`src/design/pkf_pkg.sv`:
```
// Shared types and constants for the position Kalman filter.
`default_nettype none

package pkf_pkg;

    // Variance and noise registers are unsigned Q15.16 held in 31 bits.
    localparam int VAR_W = 31;
    localparam logic [VAR_W-1:0] VAR_MAX = {VAR_W{1'b1}};

    // Sum of predicted variance and measurement noise needs one more bit.
    localparam int SUM_W = VAR_W + 1;

    // Reset values of the configuration registers.
    localparam logic [VAR_W-1:0] PROCESS_NOISE_RST     = 31'd655;
    localparam logic [VAR_W-1:0] MEASUREMENT_NOISE_RST = 31'd3277;
    localparam logic [VAR_W-1:0] INITIAL_VARIANCE_RST  = 31'd65536;

    // Configuration register indexes.
    localparam int CFG_IDX_W = 2;
    localparam logic [CFG_IDX_W-1:0] REG_PROCESS_NOISE     = 2'd0;
    localparam logic [CFG_IDX_W-1:0] REG_MEASUREMENT_NOISE = 2'd1;
    localparam logic [CFG_IDX_W-1:0] REG_INITIAL_VARIANCE  = 2'd2;

    // Three filtered channels: x, y and heading.
    localparam int CHAN_NUM = 3;
    localparam int CHAN_W = 2;
    localparam logic [CHAN_W-1:0] CHAN_FIRST = 2'd0;
    localparam logic [CHAN_W-1:0] CHAN_LAST  = 2'd2;

    // Multiplier operand slice taken per cycle by the shared unit.
    localparam int CHUNK_W = 16;

    // Top-level sequencer states.
    typedef enum logic [6:0] {
        SEQ_IDLE     = 7'b0000001,
        SEQ_PRED     = 7'b0000010,
        SEQ_CH_GO    = 7'b0000100,
        SEQ_CH_WAIT  = 7'b0001000,
        SEQ_VAR_GO   = 7'b0010000,
        SEQ_VAR_WAIT = 7'b0100000,
        SEQ_FIN      = 7'b1000000
    } seq_state_t;

    // Multiply-divide unit states.
    typedef enum logic [3:0] {
        MDV_IDLE = 4'b0001,
        MDV_MUL  = 4'b0010,
        MDV_RND  = 4'b0100,
        MDV_DIV  = 4'b1000
    } mdv_state_t;

endpackage : pkf_pkg

`default_nettype wire

```
`src/design/pkf_muldiv.sv`:
```
// Shared multiply-divide unit: quot = floor((a * b + s/2) / s), one radix-2 step per cycle.
`default_nettype none

module pkf_muldiv #(
    parameter int DATA_WIDTH = 32
) (
    input  wire logic                                   aclk,
    input  wire logic                                   aresetn,
    input  wire logic                                   start,
    input  wire logic [pkf_pkg::VAR_W-1:0]              op_a,
    input  wire logic [((DATA_WIDTH + 1 > pkf_pkg::VAR_W) ?
                        DATA_WIDTH + 1 : pkf_pkg::VAR_W)-1:0] op_b,
    input  wire logic [pkf_pkg::SUM_W-1:0]              op_s,
    output logic                                        done,
    output logic [((DATA_WIDTH + 1 > pkf_pkg::VAR_W) ?
                   DATA_WIDTH + 1 : pkf_pkg::VAR_W)-1:0] quot
);

    // Operand and quotient width, multiplier slicing and accumulator width.
    localparam int MW   = (DATA_WIDTH + 1 > pkf_pkg::VAR_W) ? DATA_WIDTH + 1 : pkf_pkg::VAR_W;
    localparam int CW   = pkf_pkg::CHUNK_W;
    localparam int NCH  = (MW + CW - 1) / CW;
    localparam int BW   = NCH * CW;
    localparam int NW   = BW + pkf_pkg::SUM_W;
    localparam int QW   = MW;
    localparam int PW   = pkf_pkg::VAR_W + CW;
    localparam int SW   = pkf_pkg::SUM_W;
    localparam int CNTW = $clog2(QW + 1);
    localparam logic [CNTW-1:0] MUL_LAST = CNTW'(NCH - 1);
    localparam logic [CNTW-1:0] DIV_LAST = CNTW'(QW - 1);

    pkf_pkg::mdv_state_t state_reg;
    logic [pkf_pkg::VAR_W-1:0] a_reg;
    logic [BW-1:0]             b_reg;
    logic [SW-1:0]             s_reg;
    logic [NW-1:0]             acc_reg;
    logic [SW-1:0]             rem_reg;
    logic [QW-1:0]             lo_reg;
    logic [QW-1:0]             q_reg;
    logic [CNTW-1:0]           cnt_reg;
    logic                      done_reg;

    logic [PW-1:0] prod;
    logic [NW-1:0] acc_next;
    logic [NW-1:0] rnd_sum;
    logic [SW:0]   trial;
    logic [SW:0]   diff;
    logic          fits;

    // One slice of b per cycle, most significant slice first.
    always_comb begin
        prod     = a_reg * b_reg[BW-1 -: CW];
        acc_next = (acc_reg << CW) + NW'(prod);
        rnd_sum  = acc_reg + NW'(s_reg >> 1);
        trial    = {rem_reg, lo_reg[QW-1]};
        diff     = trial - {1'b0, s_reg};
        fits     = (trial >= {1'b0, s_reg});
    end

    // Sequencer: multiply, add the rounding half, then restoring division.
    always_ff @(posedge aclk) begin
        if (!aresetn) begin
            state_reg <= pkf_pkg::MDV_IDLE;
            cnt_reg   <= '0;
            done_reg  <= 1'b0;
        end else begin
            done_reg <= 1'b0;
            unique case (state_reg)
                pkf_pkg::MDV_IDLE: begin
                    if (start) begin
                        a_reg     <= op_a;
                        b_reg     <= BW'(op_b);
                        s_reg     <= op_s;
                        acc_reg   <= '0;
                        cnt_reg   <= '0;
                        state_reg <= pkf_pkg::MDV_MUL;
                    end
                end
                pkf_pkg::MDV_MUL: begin
                    acc_reg <= acc_next;
                    b_reg   <= b_reg << CW;
                    cnt_reg <= cnt_reg + 1'b1;
                    if (cnt_reg == MUL_LAST) begin
                        state_reg <= pkf_pkg::MDV_RND;
                    end
                end
                pkf_pkg::MDV_RND: begin
                    // The quotient fits QW bits, so the bits above QW are below s.
                    rem_reg   <= rnd_sum[QW +: SW];
                    lo_reg    <= rnd_sum[QW-1:0];
                    cnt_reg   <= '0;
                    state_reg <= pkf_pkg::MDV_DIV;
                end
                pkf_pkg::MDV_DIV: begin
                    rem_reg <= fits ? diff[SW-1:0] : trial[SW-1:0];
                    q_reg   <= {q_reg[QW-2:0], fits};
                    lo_reg  <= lo_reg << 1;
                    cnt_reg <= cnt_reg + 1'b1;
                    if (cnt_reg == DIV_LAST) begin
                        done_reg  <= 1'b1;
                        state_reg <= pkf_pkg::MDV_IDLE;
                    end
                end
                default: begin
                    state_reg <= pkf_pkg::MDV_IDLE;
                end
            endcase
        end
    end

    assign done = done_reg;
    assign quot = q_reg;

endmodule : pkf_muldiv

`default_nettype wire

```
`src/design/position_kalman_filter_unit.sv`:
```
// Top level of the constant-position Kalman filter over x, y and heading.
//
// Usage: measurement triples arrive on the s_ stream (tdata holds meas_x,
// meas_y, meas_heading). Each accepted transfer yields exactly one transfer
// on the m_ stream carrying the three estimates and the shared variance in
// tdata and the first-sample flag in tuser. The noise and initial variance
// registers are written through the cfg_ port; the user must write them only
// while the block is idle, as the block itself does not enforce this. The
// first sample after reset only loads the estimate. Every later sample takes
// a prediction step plus four passes through the shared multiply-divide unit
// (three corrections and the new variance); if the innovation variance is
// zero, the passes are skipped, the estimates stay and the variance is
// cleared. s_tready is high only while no item is in work. The result waits
// in an output register; if the receiver stalls, the block can still take
// the next item and holds its result until the register is free. Reset
// clears the estimates, loads the register defaults and drops m_tvalid.
`default_nettype none

module position_kalman_filter_unit #(
    parameter int DATA_WIDTH = 32
) (
    input  wire logic                                  aclk,
    input  wire logic                                  aresetn,
    // Input stream. tdata: meas_x, meas_y, meas_heading (lowest first).
    input  wire logic                                  s_tvalid,
    output logic                                       s_tready,
    input  wire logic [((3*DATA_WIDTH + 7) / 8) * 8 - 1:0] s_tdata,
    // Result stream. tdata: est_x, est_y, est_heading, est_variance (lowest first).
    output logic                                       m_tvalid,
    input  wire logic                                  m_tready,
    output logic [((3*DATA_WIDTH + pkf_pkg::VAR_W + 7) / 8) * 8 - 1:0] m_tdata,
    // tuser: first_sample.
    output logic [0:0]                                 m_tuser,
    // Configuration write port.
    input  wire logic                                  cfg_we,
    input  wire logic [pkf_pkg::CFG_IDX_W-1:0]         cfg_index,
    input  wire logic [pkf_pkg::VAR_W-1:0]             cfg_wdata
);

    localparam int DW    = DATA_WIDTH;
    localparam int VW    = pkf_pkg::VAR_W;
    localparam int SW    = pkf_pkg::SUM_W;
    localparam int MW    = (DW + 1 > VW) ? DW + 1 : VW;
    localparam int OUT_W = ((3*DW + VW + 7) / 8) * 8;
    localparam logic signed [DW-1:0] EST_MAX = {1'b0, {(DW-1){1'b1}}};
    localparam logic signed [DW-1:0] EST_MIN = {1'b1, {(DW-1){1'b0}}};

    pkf_pkg::seq_state_t state_reg;

    logic [VW-1:0] pnoise_reg;
    logic [VW-1:0] mnoise_reg;
    logic [VW-1:0] var_reg;
    logic          started_reg;

    logic signed [DW-1:0] est_reg [pkf_pkg::CHAN_NUM];
    logic signed [DW-1:0] z_reg   [pkf_pkg::CHAN_NUM];

    logic [VW-1:0]                 pp_reg;
    logic [SW-1:0]                 s_reg;
    logic [pkf_pkg::CHAN_W-1:0]    ch_reg;
    logic                          neg_reg;
    logic                          first_reg;

    logic             m_tvalid_reg;
    logic [OUT_W-1:0] m_tdata_reg;
    logic             m_tuser_reg;

    logic             in_xfer;
    logic             out_free;
    logic [SW-1:0]    pred_sum;
    logic [VW-1:0]    pp_next;
    logic [SW-1:0]    s_next;
    logic signed [DW:0]   delta;
    logic [DW:0]          mag;
    logic signed [DW+1:0] est_wide;
    logic signed [DW+1:0] corr_wide;
    logic signed [DW+1:0] upd_wide;
    logic signed [DW-1:0] est_next;
    logic [VW-1:0]        var_next;
    logic [OUT_W-1:0]     m_tdata_next;

    logic          mdv_start;
    logic [MW-1:0] mdv_b;
    logic          mdv_done;
    logic [MW-1:0] mdv_quot;

    assign in_xfer  = s_tvalid && s_tready;
    assign out_free = !m_tvalid_reg || m_tready;
    assign s_tready = (state_reg == pkf_pkg::SEQ_IDLE);

    // Predicted variance with saturation, and the innovation variance.
    always_comb begin
        pred_sum = {1'b0, var_reg} + {1'b0, pnoise_reg};
        pp_next  = pred_sum[SW-1] ? pkf_pkg::VAR_MAX : pred_sum[VW-1:0];
        s_next   = {1'b0, pp_next} + {1'b0, mnoise_reg};
    end

    // Innovation of the current channel, split into sign and magnitude.
    always_comb begin
        delta = {z_reg[ch_reg][DW-1], z_reg[ch_reg]} - {est_reg[ch_reg][DW-1], est_reg[ch_reg]};
        mag   = delta[DW] ? (DW+1)'(-delta) : (DW+1)'(delta);
    end

    // Apply the signed correction and saturate to the estimate range.
    always_comb begin
        est_wide  = {{2{est_reg[ch_reg][DW-1]}}, est_reg[ch_reg]};
        corr_wide = {1'b0, mdv_quot[DW:0]};
        upd_wide  = neg_reg ? est_wide - corr_wide : est_wide + corr_wide;
        if ((upd_wide[DW+1:DW-1] == 3'b000) || (upd_wide[DW+1:DW-1] == 3'b111)) begin
            est_next = upd_wide[DW-1:0];
        end else if (upd_wide[DW+1]) begin
            est_next = EST_MIN;
        end else begin
            est_next = EST_MAX;
        end
        // The new variance never exceeds the predicted one, so it fits the register.
        var_next = mdv_quot[VW-1:0];
    end

    // Shared unit operands: channel magnitude or measurement noise.
    assign mdv_start = (state_reg == pkf_pkg::SEQ_CH_GO) || (state_reg == pkf_pkg::SEQ_VAR_GO);
    assign mdv_b     = (state_reg == pkf_pkg::SEQ_VAR_GO) ? MW'(mnoise_reg) : MW'(mag);

    pkf_muldiv #(
        .DATA_WIDTH (DATA_WIDTH)
    ) u_muldiv (
        .aclk    (aclk),
        .aresetn (aresetn),
        .start   (mdv_start),
        .op_a    (pp_reg),
        .op_b    (mdv_b),
        .op_s    (s_reg),
        .done    (mdv_done),
        .quot    (mdv_quot)
    );

    // Result word packing.
    always_comb begin
        m_tdata_next = '0;
        m_tdata_next[0*DW +: DW] = est_reg[0];
        m_tdata_next[1*DW +: DW] = est_reg[1];
        m_tdata_next[2*DW +: DW] = est_reg[2];
        m_tdata_next[3*DW +: VW] = var_reg;
    end

    // Configuration registers.
    always_ff @(posedge aclk) begin
        if (!aresetn) begin
            pnoise_reg <= pkf_pkg::PROCESS_NOISE_RST;
            mnoise_reg <= pkf_pkg::MEASUREMENT_NOISE_RST;
        end else if (cfg_we) begin
            unique case (cfg_index)
                pkf_pkg::REG_PROCESS_NOISE:     pnoise_reg <= cfg_wdata;
                pkf_pkg::REG_MEASUREMENT_NOISE: mnoise_reg <= cfg_wdata;
                pkf_pkg::REG_INITIAL_VARIANCE: begin
                    // Only matters before the first sample; the sequencer loads it.
                end
                default: begin
                end
            endcase
        end
    end

    // Filter sequencer and state.
    always_ff @(posedge aclk) begin
        if (!aresetn) begin
            state_reg    <= pkf_pkg::SEQ_IDLE;
            started_reg  <= 1'b0;
            var_reg      <= pkf_pkg::INITIAL_VARIANCE_RST;
            est_reg[0]   <= '0;
            est_reg[1]   <= '0;
            est_reg[2]   <= '0;
            ch_reg       <= pkf_pkg::CHAN_FIRST;
            m_tvalid_reg <= 1'b0;
        end else begin
            // A taken result frees the output register unless a new one moves in.
            if (m_tvalid_reg && m_tready && (state_reg != pkf_pkg::SEQ_FIN)) begin
                m_tvalid_reg <= 1'b0;
            end
            // Before the first sample, a new initial variance also loads the estimate's.
            if (cfg_we && (cfg_index == pkf_pkg::REG_INITIAL_VARIANCE) && !started_reg) begin
                var_reg <= cfg_wdata;
            end
            unique case (state_reg)
                pkf_pkg::SEQ_IDLE: begin
                    if (in_xfer) begin
                        z_reg[0] <= s_tdata[0*DW +: DW];
                        z_reg[1] <= s_tdata[1*DW +: DW];
                        z_reg[2] <= s_tdata[2*DW +: DW];
                        if (!started_reg) begin
                            est_reg[0]  <= s_tdata[0*DW +: DW];
                            est_reg[1]  <= s_tdata[1*DW +: DW];
                            est_reg[2]  <= s_tdata[2*DW +: DW];
                            started_reg <= 1'b1;
                            first_reg   <= 1'b1;
                            state_reg   <= pkf_pkg::SEQ_FIN;
                        end else begin
                            first_reg <= 1'b0;
                            state_reg <= pkf_pkg::SEQ_PRED;
                        end
                    end
                end
                pkf_pkg::SEQ_PRED: begin
                    pp_reg <= pp_next;
                    s_reg  <= s_next;
                    ch_reg <= pkf_pkg::CHAN_FIRST;
                    if (s_next == '0) begin
                        // No variance at all: the gain is zero, estimates stay.
                        var_reg   <= '0;
                        state_reg <= pkf_pkg::SEQ_FIN;
                    end else begin
                        state_reg <= pkf_pkg::SEQ_CH_GO;
                    end
                end
                pkf_pkg::SEQ_CH_GO: begin
                    neg_reg   <= delta[DW];
                    state_reg <= pkf_pkg::SEQ_CH_WAIT;
                end
                pkf_pkg::SEQ_CH_WAIT: begin
                    if (mdv_done) begin
                        est_reg[ch_reg] <= est_next;
                        if (ch_reg == pkf_pkg::CHAN_LAST) begin
                            state_reg <= pkf_pkg::SEQ_VAR_GO;
                        end else begin
                            ch_reg    <= ch_reg + 1'b1;
                            state_reg <= pkf_pkg::SEQ_CH_GO;
                        end
                    end
                end
                pkf_pkg::SEQ_VAR_GO: begin
                    state_reg <= pkf_pkg::SEQ_VAR_WAIT;
                end
                pkf_pkg::SEQ_VAR_WAIT: begin
                    if (mdv_done) begin
                        var_reg   <= var_next;
                        state_reg <= pkf_pkg::SEQ_FIN;
                    end
                end
                pkf_pkg::SEQ_FIN: begin
                    // Hand the result over once the output register is free.
                    if (out_free) begin
                        m_tdata_reg  <= m_tdata_next;
                        m_tuser_reg  <= first_reg;
                        m_tvalid_reg <= 1'b1;
                        state_reg    <= pkf_pkg::SEQ_IDLE;
                    end
                end
                default: begin
                    state_reg <= pkf_pkg::SEQ_IDLE;
                end
            endcase
        end
    end

    assign m_tvalid   = m_tvalid_reg;
    assign m_tdata    = m_tdata_reg;
    assign m_tuser[0] = m_tuser_reg;

endmodule : position_kalman_filter_unit

`default_nettype wire

```
`config.mk`:
```
export PLATFORM = sky130hd
export DESIGN_NAME = position_kalman_filter_unit
export DESIGN_NICKNAME = d
export VERILOG_FILES = /design/src/design/pkf_pkg.sv /design/src/design/pkf_muldiv.sv /design/src/design/position_kalman_filter_unit.sv
export SDC_FILE = /design/constraint.sdc
export NUM_CORES = 2
export LEC_CHECK = 0
export BUFFER_PORTS_ARGS = -buffer_cell sky130_fd_sc_hd__clkbuf_2
export CAP_MARGIN = 10
export CORE_ASPECT_RATIO = 2
export CORE_UTILIZATION = 40
export DETAILED_ROUTE_END_ITERATION = 6
export GPL_TIMING_DRIVEN = 0
export PLACE_DENSITY = 0.63
export SLEW_MARGIN = 20
export SYNTH_ARGS = -nofsm -noshare
export SYNTH_HDL_FRONTEND = slang
export SYNTH_SLANG_ARGS = --single-unit
```
`constraint.sdc`:
```
create_clock -name aclk -period 24.9 [get_ports aclk]
set_input_delay 2.49 -clock aclk [delete_from_list [all_inputs] [get_ports aclk]]
set_output_delay 2.49 -clock aclk [all_outputs]
set_load 0.02 [all_outputs]
```
* Word level (Yosys, flattened, before mapping)
Memory sizes are Yosys's and may differ from the RTL's. A register that Yosys moved wholly into a read port is not among the register bits. Cells that the tools add are included.
Word-level totals: logic and storage cells 163, output and inout port bits 131, bits in writable memories 192, memories 2, register bits after elaboration 582, input bits 134
Cells by class: order comparisons 1, reduce and logical (&&, ||, !) cells 34, bitwise gates (word level) 3, add/subtract/negate cells 11, eq/ne operators 26, mux-type cells 62, multiply operators 1
Memory list:
- est_reg | words 3, width 32, read ports 4, clocked after Yosys merged registers in 4, wr ports 3, RTL line position_kalman_filter_unit.sv:55 | logic signed [DW-1:0] est_reg [pkf_pkg::CHAN_NUM];
- z_reg | words 3, width 32, read ports 1, clocked after Yosys merged registers in 1, wr ports 3, RTL line position_kalman_filter_unit.sv:56 | logic signed [DW-1:0] z_reg [pkf_pkg::CHAN_NUM];
Operator list (count):
- 2-to-1 mux 32 bit | 7
- case mux 65 bit (2 select lines) | 1
- 2-to-1 mux 31 bit | 4
- case mux 48 bit (2 select lines) | 1
- 2-to-1 mux 33 bit | 2
- case mux 33 bit (2 select lines) | 1
- adder 65 x 31 -> 65 bit | 1
- adder 65 x 47 -> 65 bit | 1
- 2-to-1 mux 65 bit | 1
- adder 31 x 31 -> 32 bit | 2
- case mux 32 bit (2 select lines) | 1
- case mux 31 bit (2 select lines) | 1
- case mux 7 bit (7 select lines) | 1
- 2-to-1 mux 48 bit | 1
- multiplier 31 x 16 -> 47 bit | 1
- 2-to-1 mux 7 bit | 6
- adder 32 x 34 -> 34 bit | 1
- 2-to-1 mux 34 bit | 1
- subtractor 32 x 34 -> 34 bit | 1
- greater-or-equal comparator 33 x 32 -> 1 bit | 1
- negation 33 bit | 1
- subtractor 32 x 32 -> 33 bit | 1
- zero test 32 bit | 1
- OR reduction 32 bit | 1
- other kinds (42) | 98

* Logic depth before layout (Yosys ltp)
word-level depth 8, gate-level depth with buffers 27, depth with buffers taken out 26

* By module
Synthesis repeated with hierarchy kept, for this count alone.
Unflattened totals: cells, all modules 6001, area, all modules 60978.5 um^2
Modules (own cells, without submodules):
- pkf_muldiv | cells an instance 3395, sequential area each 8448.1 um^2, instances 1, area each 32358.5 um^2
- position_kalman_filter_unit | cells an instance 2606, sequential area each 14644.0 um^2, instances 1, area each 28619.9 um^2

* Worst setup path before layout
No wires, ideal clock.
kind in2reg, start point input aresetn, end point register m_tdata_reg[0], in the netlist m_tdata[0], read port of est_reg, enable pin, required time 24.102 ns, setup time 0.798 ns, data arrival time 12.312 ns, stages 4, buffers on the path 2, slack 11.790 ns, path through clkbuf_1 -> inv_2 -> clkbuf_1 -> nor3b_1
On the way: longest elaborated chain between the ends 1
Ends and longest elaborated chain:
- start: declaration | RTL line position_kalman_filter_unit.sv:23 | input wire logic aresetn,
- AND reduction 3 bit (no source line)
- end: declaration | RTL line position_kalman_filter_unit.sv:65 | logic [OUT_W-1:0] m_tdata_reg;
Every way passes these cells. A chain may end at the register's enable or synchronous reset.

* Worst setup path after layout
start point register var_reg[1], end point register var_reg[28]
On the way: longest elaborated chain between the ends 6
Ends and longest elaborated chain:
- start: declaration | RTL line position_kalman_filter_unit.sv:52 | logic [VW-1:0] var_reg;
- start signal: assignment | RTL line position_kalman_filter_unit.sv:169 | var_reg <= pkf_pkg::INITIAL_VARIANCE_RST;
- start signal: assignment | RTL line position_kalman_filter_unit.sv:182 | var_reg <= cfg_wdata;
- start signal: assignment | RTL line position_kalman_filter_unit.sv:235 | var_reg <= var_next;
- adder 31 x 31 -> 32 bit | RTL line position_kalman_filter_unit.sv:93 | pred_sum = {1'b0, var_reg} + {1'b0, pnoise_reg};
- 2-to-1 mux 31 bit | RTL line position_kalman_filter_unit.sv:94 | pp_next = pred_sum[SW-1] ? pkf_pkg::VAR_MAX : pred_sum[VW-1:0];
- net pp_next[2] | RTL line position_kalman_filter_unit.sv:71 | logic [VW-1:0] pp_next;
- adder 31 x 31 -> 32 bit | RTL line position_kalman_filter_unit.sv:95 | s_next = {1'b0, pp_next} + {1'b0, mnoise_reg};
- net s_next[15] | RTL line position_kalman_filter_unit.sv:72 | logic [SW-1:0] s_next;
- zero test 32 bit | RTL line position_kalman_filter_unit.sv:207 | if (s_next == '0) begin
- 2-to-1 mux 31 bit | RTL line position_kalman_filter_unit.sv:207
- case mux 31 bit (2 select lines) | RTL line position_kalman_filter_unit.sv:184 | unique case (state_reg)
The timed path passes the listed nets, and every way through them passes these cells.

==> run metrics <==
status finished clean; max FFs per register 128; Min Clock Period, post-route 9.82 ns; max_cap viols 0; Layout Utilization 44.9%; final worst-path setup slack 15.08 ns; Leakage 28.5 nW; DRC viols 0; fraction of layout cells with a size suffix above 1 9.51%; Critical Path RT 25.44 ns; number of global-route vias before repair 51.0k; total CTS buffers 72; pin count of the biggest net entering global routing 77; I/O pin total 265; global route overflow 0; Core Rows 202; antenna-violating nets left 0; startpoint types flop; Critical Path End Type flop; Slew HR 11.2%; clk root buf clkbuf_16; Slew @ Worst Pin 1.33 ns; register clock-pin slew on the reported worst setup and hold paths 0.10 ns; Area Growth Syn to Fin 11.5%; post-synthesis sequential area ratio 37.8%; Avg Vias per Cell 5.78; synthesized net count 6923; Initial Util 40.3%; first-pass GRT wire length 345000 µm; Post-Syn Area 61100 µm²; Top FF cell, synth edfxtp_1; total negative slack 0 ns; Final Instance Count excl. Fillers 8393; CTS Hold Bufs 0; H-tree levels 3; DRT iter0 DRCs 3256; DP HPWL 202000 µm; post-cts sizing count 0; EDFF count, synth 691; Syn Area/Cell 10.2 µm²; crit path DAT 10.36 ns; Pre-antenna DRT Iters 6; Yosys reg bits 808; Placed Cells incl. Taps 8252; HP Class flop to flop; core area 152000 µm²; most frequent cells in the layout 744 x inv_1, 724 x nand2_1, 691 x edfxtp_1; initial antenna violation count 21; DP Worst Slack 15.24 ns; later-pin clock latency in the skew report 0.70 ns; vias 48.5k; VDD IR max 167 µV; Tcrit/Tclk final 39.4%; CTS Buffer Depth 3; Crit path largest cell delay 0.78 ns; Nets 7297; Fmax achieved 0.102 GHz; post-synthesis cell type count 126; PwrDens 123 nW/µm²; Mapped Cells 6014; Final Hold Vio Count 0; number of port buffers 262; Ys Warns 0; Final setup viols 0; WL/cell 29.1 µm; die area 154000 µm²; final wirelength 245000 µm; cell mode on critical path o21ai_0; clock skew 0.0650 ns; Placer Congestion 1.03; Pins Over Slew Limit 0; global-route usage over all layers 31.5%; critical path's slowest cell nor4_1; clock sink total 808; most common cell after layout, fill and taps aside inv_1; Die X 278 µm; critical path type flop to flop; Crit Path Max Fanout 10; RSZ-0062 raised after global routing no; TritonCTS clock tree done; total power 0.00841 W; Setup Fix Bufs, Post-CTS 0; asr flop ratio synth 0%; die height 555 µm
-- path summary, 6_finish.rpt --
kind / start / cells after the start / end / slack [ns]
worst max-delay path: var_reg[1]$_SDFF_PN0_ / 26 / var_reg[28]$_SDFF_PN0_ / 15.08
worst min-delay path: pp_reg[12]$_DFFE_PP_ / 0 / u_muldiv.a_reg[12]$_DFFE_PP_ / 0.38
worst max register to register: var_reg[1]$_SDFF_PN0_ / 26 / var_reg[28]$_SDFF_PN0_ / 15.08
worst min register to register: pp_reg[12]$_DFFE_PP_ / 0 / u_muldiv.a_reg[12]$_DFFE_PP_ / 0.38
-- cell usage after synthesis, types with 34 or more instances --
master,count,share of area (%)
nand3_1,90,0.74
nand2_1,727,4.5
a21oi_1,334,2.7
a211oi_1,59,0.72
o21ai_0,282,2.3
nand4_1,43,0.44
or3_1,34,0.35
ha_1,334,6.8
o21a_1,36,0.44
fa_1,441,14
a21o_1,112,1.4
a221o_1,89,1.5
xor2_1,133,1.9
nor3_1,76,0.62
edfxtp_1,691,34
inv_1,745,4.6
nor2b_1,58,0.59
nor2_1,269,1.7
and2_1,257,2.6
xnor2_1,149,2.1
mux2i_1,61,1.0
o211ai_1,40,0.49
and3_1,54,0.55
a31oi_1,39,0.40
nand2b_1,42,0.43
dfxtp_1,117,3.8
clkbuf_1,226,1.4
-- where the power goes --
group / total, W / internal [W] / switching, W
clock network: 0.00123 / 0.000657 / 0.000574
registers: 0.00171 / 0.00164 / 0.0000735
logic: 0.00546 / 0.00200 / 0.00346
total: 0.00841 / 0.00430 / 0.00411
-- metrics by stage --
step | cell area (µm²) | hold slack, ns
after floorplan | 61100 | 0.400
after global placement | 64900 | 0.402
after detailed placement | 65600 | 0.405
after CTS | 68100 | 0.382
after global routing | 68100 | 0.401
final | 68100 | 0.379
-- layer usage --
metal  part of all wire (%)  wire length (µm)  global-route usage [%]  up-vias
met2                     53            130000                    59.0     2011
li1                       -                 -                       -    21522
met1                     28             68500                    25.7    24078
met5                 0.0053                13                       0        -
met4                     14             35200                    38.0        2
met3                    4.6             11300                    4.29      908
-- layout make-up --
class / instances / area [µm²]
fill: 14475 / 83500
multi-input combinational: 4180 / 34200
sequential: 808 / 23100
inverter: 746 / 2810
tap: 1938 / 2420
clock buffer: 83 / 1860
timing repair buffer: 300 / 1820
buffer: 280 / 1240
clock inverter: 49 / 652
antenna: 9 / 22.5
-- cells by family after synthesis --
group | after synthesis | synth area share, %
AND/OR/NAND/NOR | 1779 | 14.3
AO/OA/AOI/OAI | 1236 | 13.5
buffers and inverters | 1026 | 6.60
flip-flops | 808 | 37.8
adder cells (fa/ha/maj) | 775 | 21.3
XOR/XNOR | 285 | 4.14
multiplexers | 104 | 2.38
other | 1 | 0.00614
-- worst max-delay path, delay by kind of cell (launching register included) --
family | cells | cell delay [ns]
AOI/OAI and AO/OA | 13 | 4.06
adders and majority gates | 2 | 0.68
buffers and inverters | 2 | 0.79
DFF | 1 | 0.51
and+or+nand+nor | 9 | 3.59
No activity file was read; power rests on OpenSTA's default activity.
